--- src/rtl/core/kdhr_pkg.sv ---
package kdhr_pkg;

   // Scan geometry
   localparam int SCAN_SLOTS = 4;
   localparam int KEY_COUNT  = 4;
   localparam int SLOT_W     = 3;

   typedef logic [KEY_COUNT-1:0] mask_type;
   typedef logic [6:0]           code_type;
   typedef logic [7:0]           reg8_type;

   // Key bit assignments (one-hot)
   localparam mask_type BTN_UP    = 4'b0001;
   localparam mask_type BTN_DOWN  = 4'b0010;
   localparam mask_type BTN_RESET = 4'b0100;
   localparam mask_type BTN_ENTER = 4'b1000;
   localparam mask_type BTN_NONE  = 4'b0000;

   // Event codes (ASCII)
   localparam code_type CODE_NONE   = 7'd0;
   localparam code_type CODE_CLEAR  = 7'h63; // c
   localparam code_type CODE_SET    = 7'h73; // s
   localparam code_type CODE_PROG   = 7'h70; // p
   localparam code_type CODE_REL_RS = 7'h6b; // k
   localparam code_type CODE_HLD_RS = 7'h6d; // m
   localparam code_type CODE_REL_EN = 7'h72; // r
   localparam code_type CODE_HLD_EN = 7'h66; // f
   localparam code_type CODE_UP     = 7'h75; // u
   localparam code_type CODE_DOWN   = 7'h64; // d
   localparam code_type CODE_SPACE  = 7'h20; // blank

   // Action codes
   localparam logic ACT_SCAN = 1'b0;
   localparam logic ACT_READ = 1'b1;

   // Control register indexes
   typedef enum logic [1:0] {
      CSR_DEBOUNCE_SCANS = 2'd0,
      CSR_RAMP_START     = 2'd1,
      CSR_RAMP_END       = 2'd2,
      CSR_RAMP_STEP      = 2'd3
   } csr_index_type;

   // Reset values of the control registers
   localparam reg8_type DEBOUNCE_RST   = 8'd3;
   localparam reg8_type RAMP_START_RST = 8'd100;
   localparam reg8_type RAMP_END_RST   = 8'd20;
   localparam reg8_type RAMP_STEP_RST  = 8'd10;

   // One row of the hold table
   typedef struct packed {
      logic     hit;
      code_type release_code;
      code_type hold_code;
      logic     nine_tenths;  // repeat limit is 9/10 of ramp start
      logic     restart;      // reload interval after a hold code
   } hold_entry_type;

   function automatic hold_entry_type hold_lookup(mask_type mask);
      hold_entry_type e;
      e = '{hit: 1'b0, release_code: CODE_NONE, hold_code: CODE_NONE,
            nine_tenths: 1'b0, restart: 1'b0};
      case (mask)
         BTN_RESET: e = '{1'b1, CODE_REL_RS, CODE_HLD_RS, 1'b1, 1'b1};
         BTN_ENTER: e = '{1'b1, CODE_REL_EN, CODE_HLD_EN, 1'b1, 1'b1};
         BTN_UP:    e = '{1'b1, CODE_UP,     CODE_UP,     1'b0, 1'b0};
         BTN_DOWN:  e = '{1'b1, CODE_DOWN,   CODE_DOWN,   1'b0, 1'b0};
         default:   e = '{1'b0, CODE_NONE,   CODE_NONE,   1'b0, 1'b0};
      endcase
      return e;
   endfunction

   // Combination table: CODE_NONE when the mask matches no entry
   function automatic code_type combo_lookup(mask_type mask);
      code_type c;
      c = CODE_NONE;
      case (mask)
         BTN_UP | BTN_RESET:            c = CODE_CLEAR;
         BTN_DOWN | BTN_RESET:          c = CODE_SET;
         BTN_UP | BTN_DOWN | BTN_RESET: c = CODE_PROG;
         default:                       c = CODE_NONE;
      endcase
      return c;
   endfunction

endpackage

--- src/rtl/core/keypad_debounce_hold_repeat.sv ---
// Keypad scanner with debounce, combination codes and accelerating auto-repeat.
// Each scan transaction (action 0) carries one key bit and its sensed line;
// SCAN_SLOTS of them form one full scan, whose key mask must stay stable for
// debounce_scans full scans before it is accepted. Accepted combinations, releases
// and hold/repeat timeouts latch one ASCII event; a read transaction (action 1)
// returns that event on the rsp channel (0 if none) and clears it. Scan
// transactions give no response. One transaction is taken every cycle; the
// item waits in the input register; as it leaves, all state is updated by a
// single pass of logic, which also loads a read's response into the response
// register. The input stalls only while a read waits for
// a stalled response register. Control registers take writes at any time
// (csr_ready is always high) but are only to be changed while the block is idle.
module keypad_debounce_hold_repeat (
   input  logic                   clock,
   input  logic                   reset,
   // request channel
   input  logic                   req_valid,
   output logic                   req_stall,
   input  logic                   req_action,
   input  kdhr_pkg::mask_type     req_key_bit,
   input  logic                   req_pressed,
   // response channel
   output logic                   rsp_valid,
   input  logic                   rsp_stall,
   output kdhr_pkg::code_type     rsp_key_code,
   // control register write channel
   input  logic                   csr_valid,
   output logic                   csr_ready,
   input  kdhr_pkg::csr_index_type csr_index,
   input  kdhr_pkg::reg8_type     csr_data
);
   import kdhr_pkg::*;

   // Control registers
   reg8_type debounce_scans_ff, ramp_start_ff, ramp_end_ff, ramp_step_ff;

   // Input register
   logic     in_valid_ff, in_valid_in;
   logic     in_action_ff;
   mask_type in_key_bit_ff;
   logic     in_pressed_ff;

   // Scanner state
   mask_type gathered_ff, gathered_in;
   mask_type stable_ff, stable_in;
   mask_type accepted_ff, accepted_in;
   code_type last_hold_ff, last_hold_in;
   reg8_type interval_ff, interval_in;
   reg8_type repeat_cnt_ff, repeat_cnt_in;
   reg8_type debounce_cnt_ff, debounce_cnt_in;
   logic [SLOT_W-1:0] slot_ff, slot_in;
   code_type pending_ff, pending_in;

   // Response register
   logic     rsp_valid_ff, rsp_valid_in;
   code_type rsp_code_ff;

   logic advance;
   logic do_read, do_scan;
   logic accept;

   assign csr_ready = 1'b1;

   // Item leaves the input register unless it is a read and the response is held
   assign advance   = in_valid_ff &&
                      ((in_action_ff == ACT_SCAN) || !rsp_valid_ff || !rsp_stall);
   assign do_read   = advance && (in_action_ff == ACT_READ);
   assign do_scan   = advance && (in_action_ff == ACT_SCAN);
   assign req_stall = in_valid_ff && !advance;
   assign accept    = req_valid && !req_stall;

   assign in_valid_in  = accept || (in_valid_ff && !advance);
   assign rsp_valid_in = do_read || (rsp_valid_ff && rsp_stall);

   assign rsp_valid    = rsp_valid_ff;
   assign rsp_key_code = rsp_code_ff;

   // Read clears the pending event; scan: gather, debounce, then the repeat tick
   always_comb begin
      logic [SLOT_W:0] slot_next;
      mask_type        g;
      reg8_type        dc;
      code_type        combo;
      hold_entry_type  rel_e;
      hold_entry_type  hold_e;
      reg8_type        ri;
      logic [11:0]     lhs;
      logic [11:0]     rhs;
      logic            in_limit;

      gathered_in     = gathered_ff;
      stable_in       = stable_ff;
      accepted_in     = accepted_ff;
      last_hold_in    = last_hold_ff;
      interval_in     = interval_ff;
      repeat_cnt_in   = repeat_cnt_ff;
      debounce_cnt_in = debounce_cnt_ff;
      slot_in         = slot_ff;
      pending_in      = pending_ff;

      g         = in_pressed_ff ? (gathered_ff | in_key_bit_ff) : gathered_ff;
      slot_next = {1'b0, slot_ff} + {{SLOT_W{1'b0}}, 1'b1};
      dc        = debounce_cnt_ff;
      combo     = combo_lookup(g);
      rel_e     = hold_lookup(accepted_ff);
      hold_e    = hold_lookup(accepted_ff);
      ri        = interval_ff;
      lhs       = '0;
      rhs       = '0;
      in_limit  = 1'b0;

      if (do_read) begin
         pending_in = CODE_NONE;
      end else if (do_scan) begin
         gathered_in = g;
         // End of a full scan
         if (slot_next >= (SLOT_W+1)'(SCAN_SLOTS)) begin
            slot_in     = '0;
            gathered_in = BTN_NONE;
            stable_in   = g;
            if (g != stable_ff) begin
               dc = debounce_scans_ff;
            end
            debounce_cnt_in = dc;
            if (dc != 8'd0) begin
               debounce_cnt_in = dc - 8'd1;
            end else if (accepted_ff != g) begin
               if (combo != CODE_NONE) begin
                  pending_in = combo;
               end
               // Release to no keys
               if (g == BTN_NONE) begin
                  if (rel_e.hit && (rel_e.hold_code != last_hold_ff)) begin
                     pending_in = rel_e.release_code;
                  end
                  last_hold_in = CODE_SPACE;
               end
               accepted_in   = g;
               repeat_cnt_in = 8'd0;
               interval_in   = ramp_start_ff;
            end
         end else begin
            slot_in = slot_next[SLOT_W-1:0];
         end

         // Repeat tick on the updated state
         hold_e = hold_lookup(accepted_in);
         if (accepted_in != BTN_NONE) begin
            if (repeat_cnt_in < interval_in) begin
               repeat_cnt_in = repeat_cnt_in + 8'd1;
            end else begin
               repeat_cnt_in = 8'd0;
               ri = interval_in;
               if (ri > ramp_end_ff) begin
                  ri = (ri > ramp_step_ff) ? (ri - ramp_step_ff) : 8'd0;
               end
               // ri <= floor(start*9/10) is the same as 10*ri <= 9*start
               lhs = {1'b0, ri, 3'b000} + {3'b000, ri, 1'b0};
               rhs = {1'b0, ramp_start_ff, 3'b000} + {4'b0000, ramp_start_ff};
               in_limit = hold_e.nine_tenths ? (lhs <= rhs) : (ri <= ramp_start_ff);
               interval_in = ri;
               if (hold_e.hit && in_limit) begin
                  last_hold_in = hold_e.hold_code;
                  pending_in   = hold_e.hold_code;
                  if (hold_e.restart) begin
                     interval_in = ramp_start_ff;
                  end
               end
            end
         end
      end
   end

   // Control registers
   always_ff @(posedge clock) begin
      if (reset) begin
         debounce_scans_ff <= DEBOUNCE_RST;
         ramp_start_ff     <= RAMP_START_RST;
         ramp_end_ff       <= RAMP_END_RST;
         ramp_step_ff      <= RAMP_STEP_RST;
      end else if (csr_valid && csr_ready) begin
         case (csr_index)
            CSR_DEBOUNCE_SCANS: debounce_scans_ff <= csr_data;
            CSR_RAMP_START:     ramp_start_ff     <= csr_data;
            CSR_RAMP_END:       ramp_end_ff       <= csr_data;
            CSR_RAMP_STEP:      ramp_step_ff      <= csr_data;
            default: ;
         endcase
      end
   end

   // Control state
   always_ff @(posedge clock) begin
      if (reset) begin
         in_valid_ff     <= 1'b0;
         rsp_valid_ff    <= 1'b0;
         gathered_ff     <= BTN_NONE;
         stable_ff       <= BTN_NONE;
         accepted_ff     <= BTN_NONE;
         last_hold_ff    <= CODE_NONE;
         interval_ff     <= 8'd0;
         repeat_cnt_ff   <= 8'd0;
         debounce_cnt_ff <= 8'd0;
         slot_ff         <= '0;
         pending_ff      <= CODE_NONE;
      end else begin
         in_valid_ff     <= in_valid_in;
         rsp_valid_ff    <= rsp_valid_in;
         gathered_ff     <= gathered_in;
         stable_ff       <= stable_in;
         accepted_ff     <= accepted_in;
         last_hold_ff    <= last_hold_in;
         interval_ff     <= interval_in;
         repeat_cnt_ff   <= repeat_cnt_in;
         debounce_cnt_ff <= debounce_cnt_in;
         slot_ff         <= slot_in;
         pending_ff      <= pending_in;
      end
   end

   // Payload registers
   always_ff @(posedge clock) begin
      if (accept) begin
         in_action_ff  <= req_action;
         in_key_bit_ff <= req_key_bit;
         in_pressed_ff <= req_pressed;
      end
      if (do_read) begin
         rsp_code_ff <= pending_ff;
      end
   end

endmodule

--- config.mk ---
export PLATFORM = sky130hd
export DESIGN_NAME = keypad_debounce_hold_repeat
export DESIGN_NICKNAME = d
export VERILOG_FILES = /design/src/rtl/core/kdhr_pkg.sv /design/src/rtl/core/keypad_debounce_hold_repeat.sv
export SDC_FILE = /design/constraint.sdc
export NUM_CORES = 1
export LEC_CHECK = 0
export BUFFER_PORTS_ARGS = -buffer_cell sky130_fd_sc_hd__buf_2
export CAP_MARGIN = 0
export CORE_ASPECT_RATIO = 1.5
export CORE_MARGIN = 2
export CORE_UTILIZATION = 40
export CTS_CLUSTER_DIAMETER = 150
export DETAILED_ROUTE_END_ITERATION = 7
export PLACE_DENSITY_LB_ADDON = 0.12
export REMOVE_ABC_BUFFERS = 1
export SLEW_MARGIN = 20
export SYNTH_ARGS = -nofsm -noshare
export SYNTH_HDL_FRONTEND = slang
export SYNTH_SLANG_ARGS = --single-unit
--- constraint.sdc ---
create_clock -name clock -period 15.2 [get_ports clock]
set_clock_uncertainty 0.1 [all_clocks]
set_input_delay 1.52 -clock clock [delete_from_list [all_inputs] [get_ports clock]]
set_output_delay 1.52 -clock clock [all_outputs]
set_load 0.02 [all_outputs]
==> results.yml <==
outcome:
  status: "completed"
timing:
  min_period_ns: 9.56
  setup-tns-final_ns: 0
  fin_ws_ns: 5.64
  max_freq_mhz: 105
  hold_viol: 0
  maxSlewViolCount: 0
  timing.hold.ws_ns: 0.327
  post-route-period-util_pct: 62.9
  setup_viol: 0
  tightest_slew_ns: 0.981
  relSlewSlack_pct: 34.3
  rsz0062_at_grt: "false"
synthesis:
  ys_types: 80
  yosys_warnings: 0
  yosysTopAreaCell: "dfxtp_1"
  synthCells: 852
  muxShareOfSynthArea_pct: 4.55
  yosys.area_share.adder_pct: 10.8
  synth_compound_area_share_pct: 23.3
  synth_edf_count: 13
  synth-xor-area-share_pct: 5.05
  synth-simple-area-share_pct: 20.2
  ys.flop_type: "dfxtp_1"
  synth_area_per_cell_sq_um: 8.14
  ys_seq_area_share_pct: 30.7
  synth-async-reset-ratio_pct: 0
  synthesis.area_sq_um: 6940
  synthTopCellsByArea: "dfxtp_1 (25%), ha_1 (9.9%), edfxtp_1 (5.6%), nor2_1 (5.0%), a21oi_1 (4.5%)"
  synth_top_area_share_pct: 25.1
  synth-seq-cells: 100
  synth_top_family_by_area: "compound AO/OA/AOI/OAI gates"
global_route:
  grt_pass1_wl_mm: 30.6
  grt_use_met2_pct: 38.9
  grt_pass1_vias: 6047
  overflow: 0
  grt_start_max_net_pins: 68
  met1_usage_pct: 23.5
  antenna_found_initial: 0
  grt_use_total_pct: 20.8
  met3_usage_pct: 2.12
  grt-busiest-layer: "met2"
critical_path:
  setup.worst_path.start: "in_pressed_ff$_DFFE_PP_"
  path_class: "reg -> reg"
  cp_common_cell: "ha_1"
  crit_path_start_kind: "flip-flop"
  r2r_start: "in_pressed_ff$_DFFE_PP_"
  critical_path_arrival_ns: 9.74
  max_stage_delay_ns: 0.57
  crit_required_ns: 15.39
  path_max_fanout: 28
  crit_path_end_kind: "flip-flop"
  cp_num_buf_inv: 4
  regToRegSetupSlack_ns: 5.64
  critPathSlowestCell: "edfxtp_1"
  critPathTopFamily: "compound AO/OA/AOI/OAI gates"
clock_tree:
  clk_path_buf_depth: 2
  cts_max_level: 3
  postCtsSetupBuffers: 0
  cts_hold_buf: 0
  cts.clk_slew.worst_paths_ns: 0.07
  cts-resized-gates: 0
  cts_buffers: 9
  cts_tree: "built"
  clkSinkCount: 100
  cts-root-buf: "clkbuf_16"
  clk_latency_ns: 0.36
placed_design:
  dp_slack_ns: 5.77
  gp_congestion: 0.930
  io_buffers: 29
  hpwl_mm: 14.1
layout:
  num-fill-cells: 1733
  final_common_cell: "nor2_1"
  diodes: 0
  seqCellArea_sq_um: 2130
  areaGrowthSynthToFinish_pct: 8.44
  final_cell_mix: "nor2_1 (91), dfxtp_1 (87), nand2_1 (80)"
  layout-drive-gt1-share_pct: 8.99
  multi_input_area_sq_um: 4440
  nets: 942
power_and_ir_drop:
  ir_drop_uv: 60.4
  powerDensity_nw_per_um2: 80.7
  p_leak_nw: 3.21
die:
  die_area_sq_um: 18400
  dieHeight_um: 165
  core_sq_um: 17200
  die_x_um: 112
  boundaryPins: 31
  num_rows: 59
  start_util_pct: 40.3
route:
  ant_nets: 0
  via_count: 6136
  drc: 0
  wl_per_cell_um: 17.3
  drt_pre_antenna_iters: 5
  routed_wl_mm: 18.7
  viasPerCell: 5.68
  drt_iter0_drc: 266
run:
  drv_cap: 0
min_path:
  hold_class: "reg -> reg"
  hp-start: "pending_ff[2]$_SDFFE_PP0P_"
-- power breakdown --
group	switching, W	internal, W
Combinational	0.0000593	0.0000384
Clock	0.000114	0.000115
Sequential	0.00000677	0.000275
Total	0.000180	0.000428
-- per-stage QoR --
step / instances / instance area (sq um) / util, % / power (W)
after floorplan: 818 / 6790 / - / 0.000355
after global placement: 1065 / 7240 / 42.1 / 0.000384
after detailed placement: 1065 / 7240 / 42.1 / 0.000385
after CTS: 1081 / 7520 / 43.7 / 0.000616
after global routing: 1081 / 7520 / 43.7 / 0.000637
final: 1081 / 7520 / 43.7 / 0.000607
-- state kept, by name, summed over array words and instances, names as in the netlist, 7 cells and up --
signal,flops
debounce_cnt_ff,8
debounce_scans_ff,8
interval_ff,8
ramp_end_ff,8
ramp_start_ff,8
ramp_step_ff,8
repeat_cnt_ff,8
last_hold_ff,7
pending_ff,7
rsp_key_code,7
-- synth_stat cells, types with 4 or more instances --
| cell type | n |
|---|---|
| xnor2_1 | 29 |
| o21ai_1 | 12 |
| mux2i_1 | 22 |
| a31oi_1 | 12 |
| a211oi_1 | 9 |
| nor3_1 | 12 |
| nor2_1 | 92 |
| a22o_1 | 8 |
| ha_1 | 55 |
| o21a_1 | 5 |
| inv_1 | 58 |
| o21ai_0 | 36 |
| a22oi_1 | 5 |
| a21oi_2 | 5 |
| nand4_1 | 12 |
| nor4_1 | 7 |
| o31ai_1 | 4 |
| a21boi_0 | 4 |
| nand2b_1 | 13 |
| clkbuf_1 | 26 |
| xor2_1 | 11 |
| edfxtp_1 | 13 |
| and3_1 | 9 |
| nand2_1 | 80 |
| a311oi_1 | 4 |
| and2_1 | 12 |
| a21o_1 | 26 |
| a211o_1 | 4 |
| a21boi_1 | 4 |
| o21bai_1 | 5 |
| o211ai_1 | 4 |
| nand3_1 | 22 |
| dfxtp_1 | 87 |
| nor2b_1 | 8 |
| a21oi_1 | 62 |
-- cells by family after synthesis --
| logic type | Yosys count |
|---|---|
| buf+inv | 92 |
| fa+ha+maj | 58 |
| other cells | 1 |
| flops | 100 |
| compound gates | 240 |
| xor+xnor | 40 |
| mux | 29 |
| simple gates | 292 |
-- per-layer routing --
layer	up-vias	routed length [um]
met2	137	9770
li1	3056	-
met3	42	518
met5	-	0
met1	2901	7710
met4	0	734
-- layout make-up --
| cell class | count | area share, % |
|---|---|---|
| inverters | 58 | 2.89 |
| repair buffers | 34 | 2.43 |
| well taps | 213 | 3.54 |
| clock buffers | 10 | 3.04 |
| clock inverters | 6 | 0.732 |
| multi-input cells | 660 | 59.0 |
| flip-flops and latches | 100 | 28.3 |
-- worst paths after layout --
| path | to | cells past startpoint |
|---|---|---|
| hold reg to reg | rsp_key_code[2]$_DFFE_PP_ | 0 |
| setup reg to reg | pending_ff[6]$_SDFFE_PP0P_ | 38 |
| setup / recovery | pending_ff[6]$_SDFFE_PP0P_ | 38 |
| hold / removal | rsp_key_code[2]$_DFFE_PP_ | 0 |
Note: power is estimated with default switching activity, not from simulation.
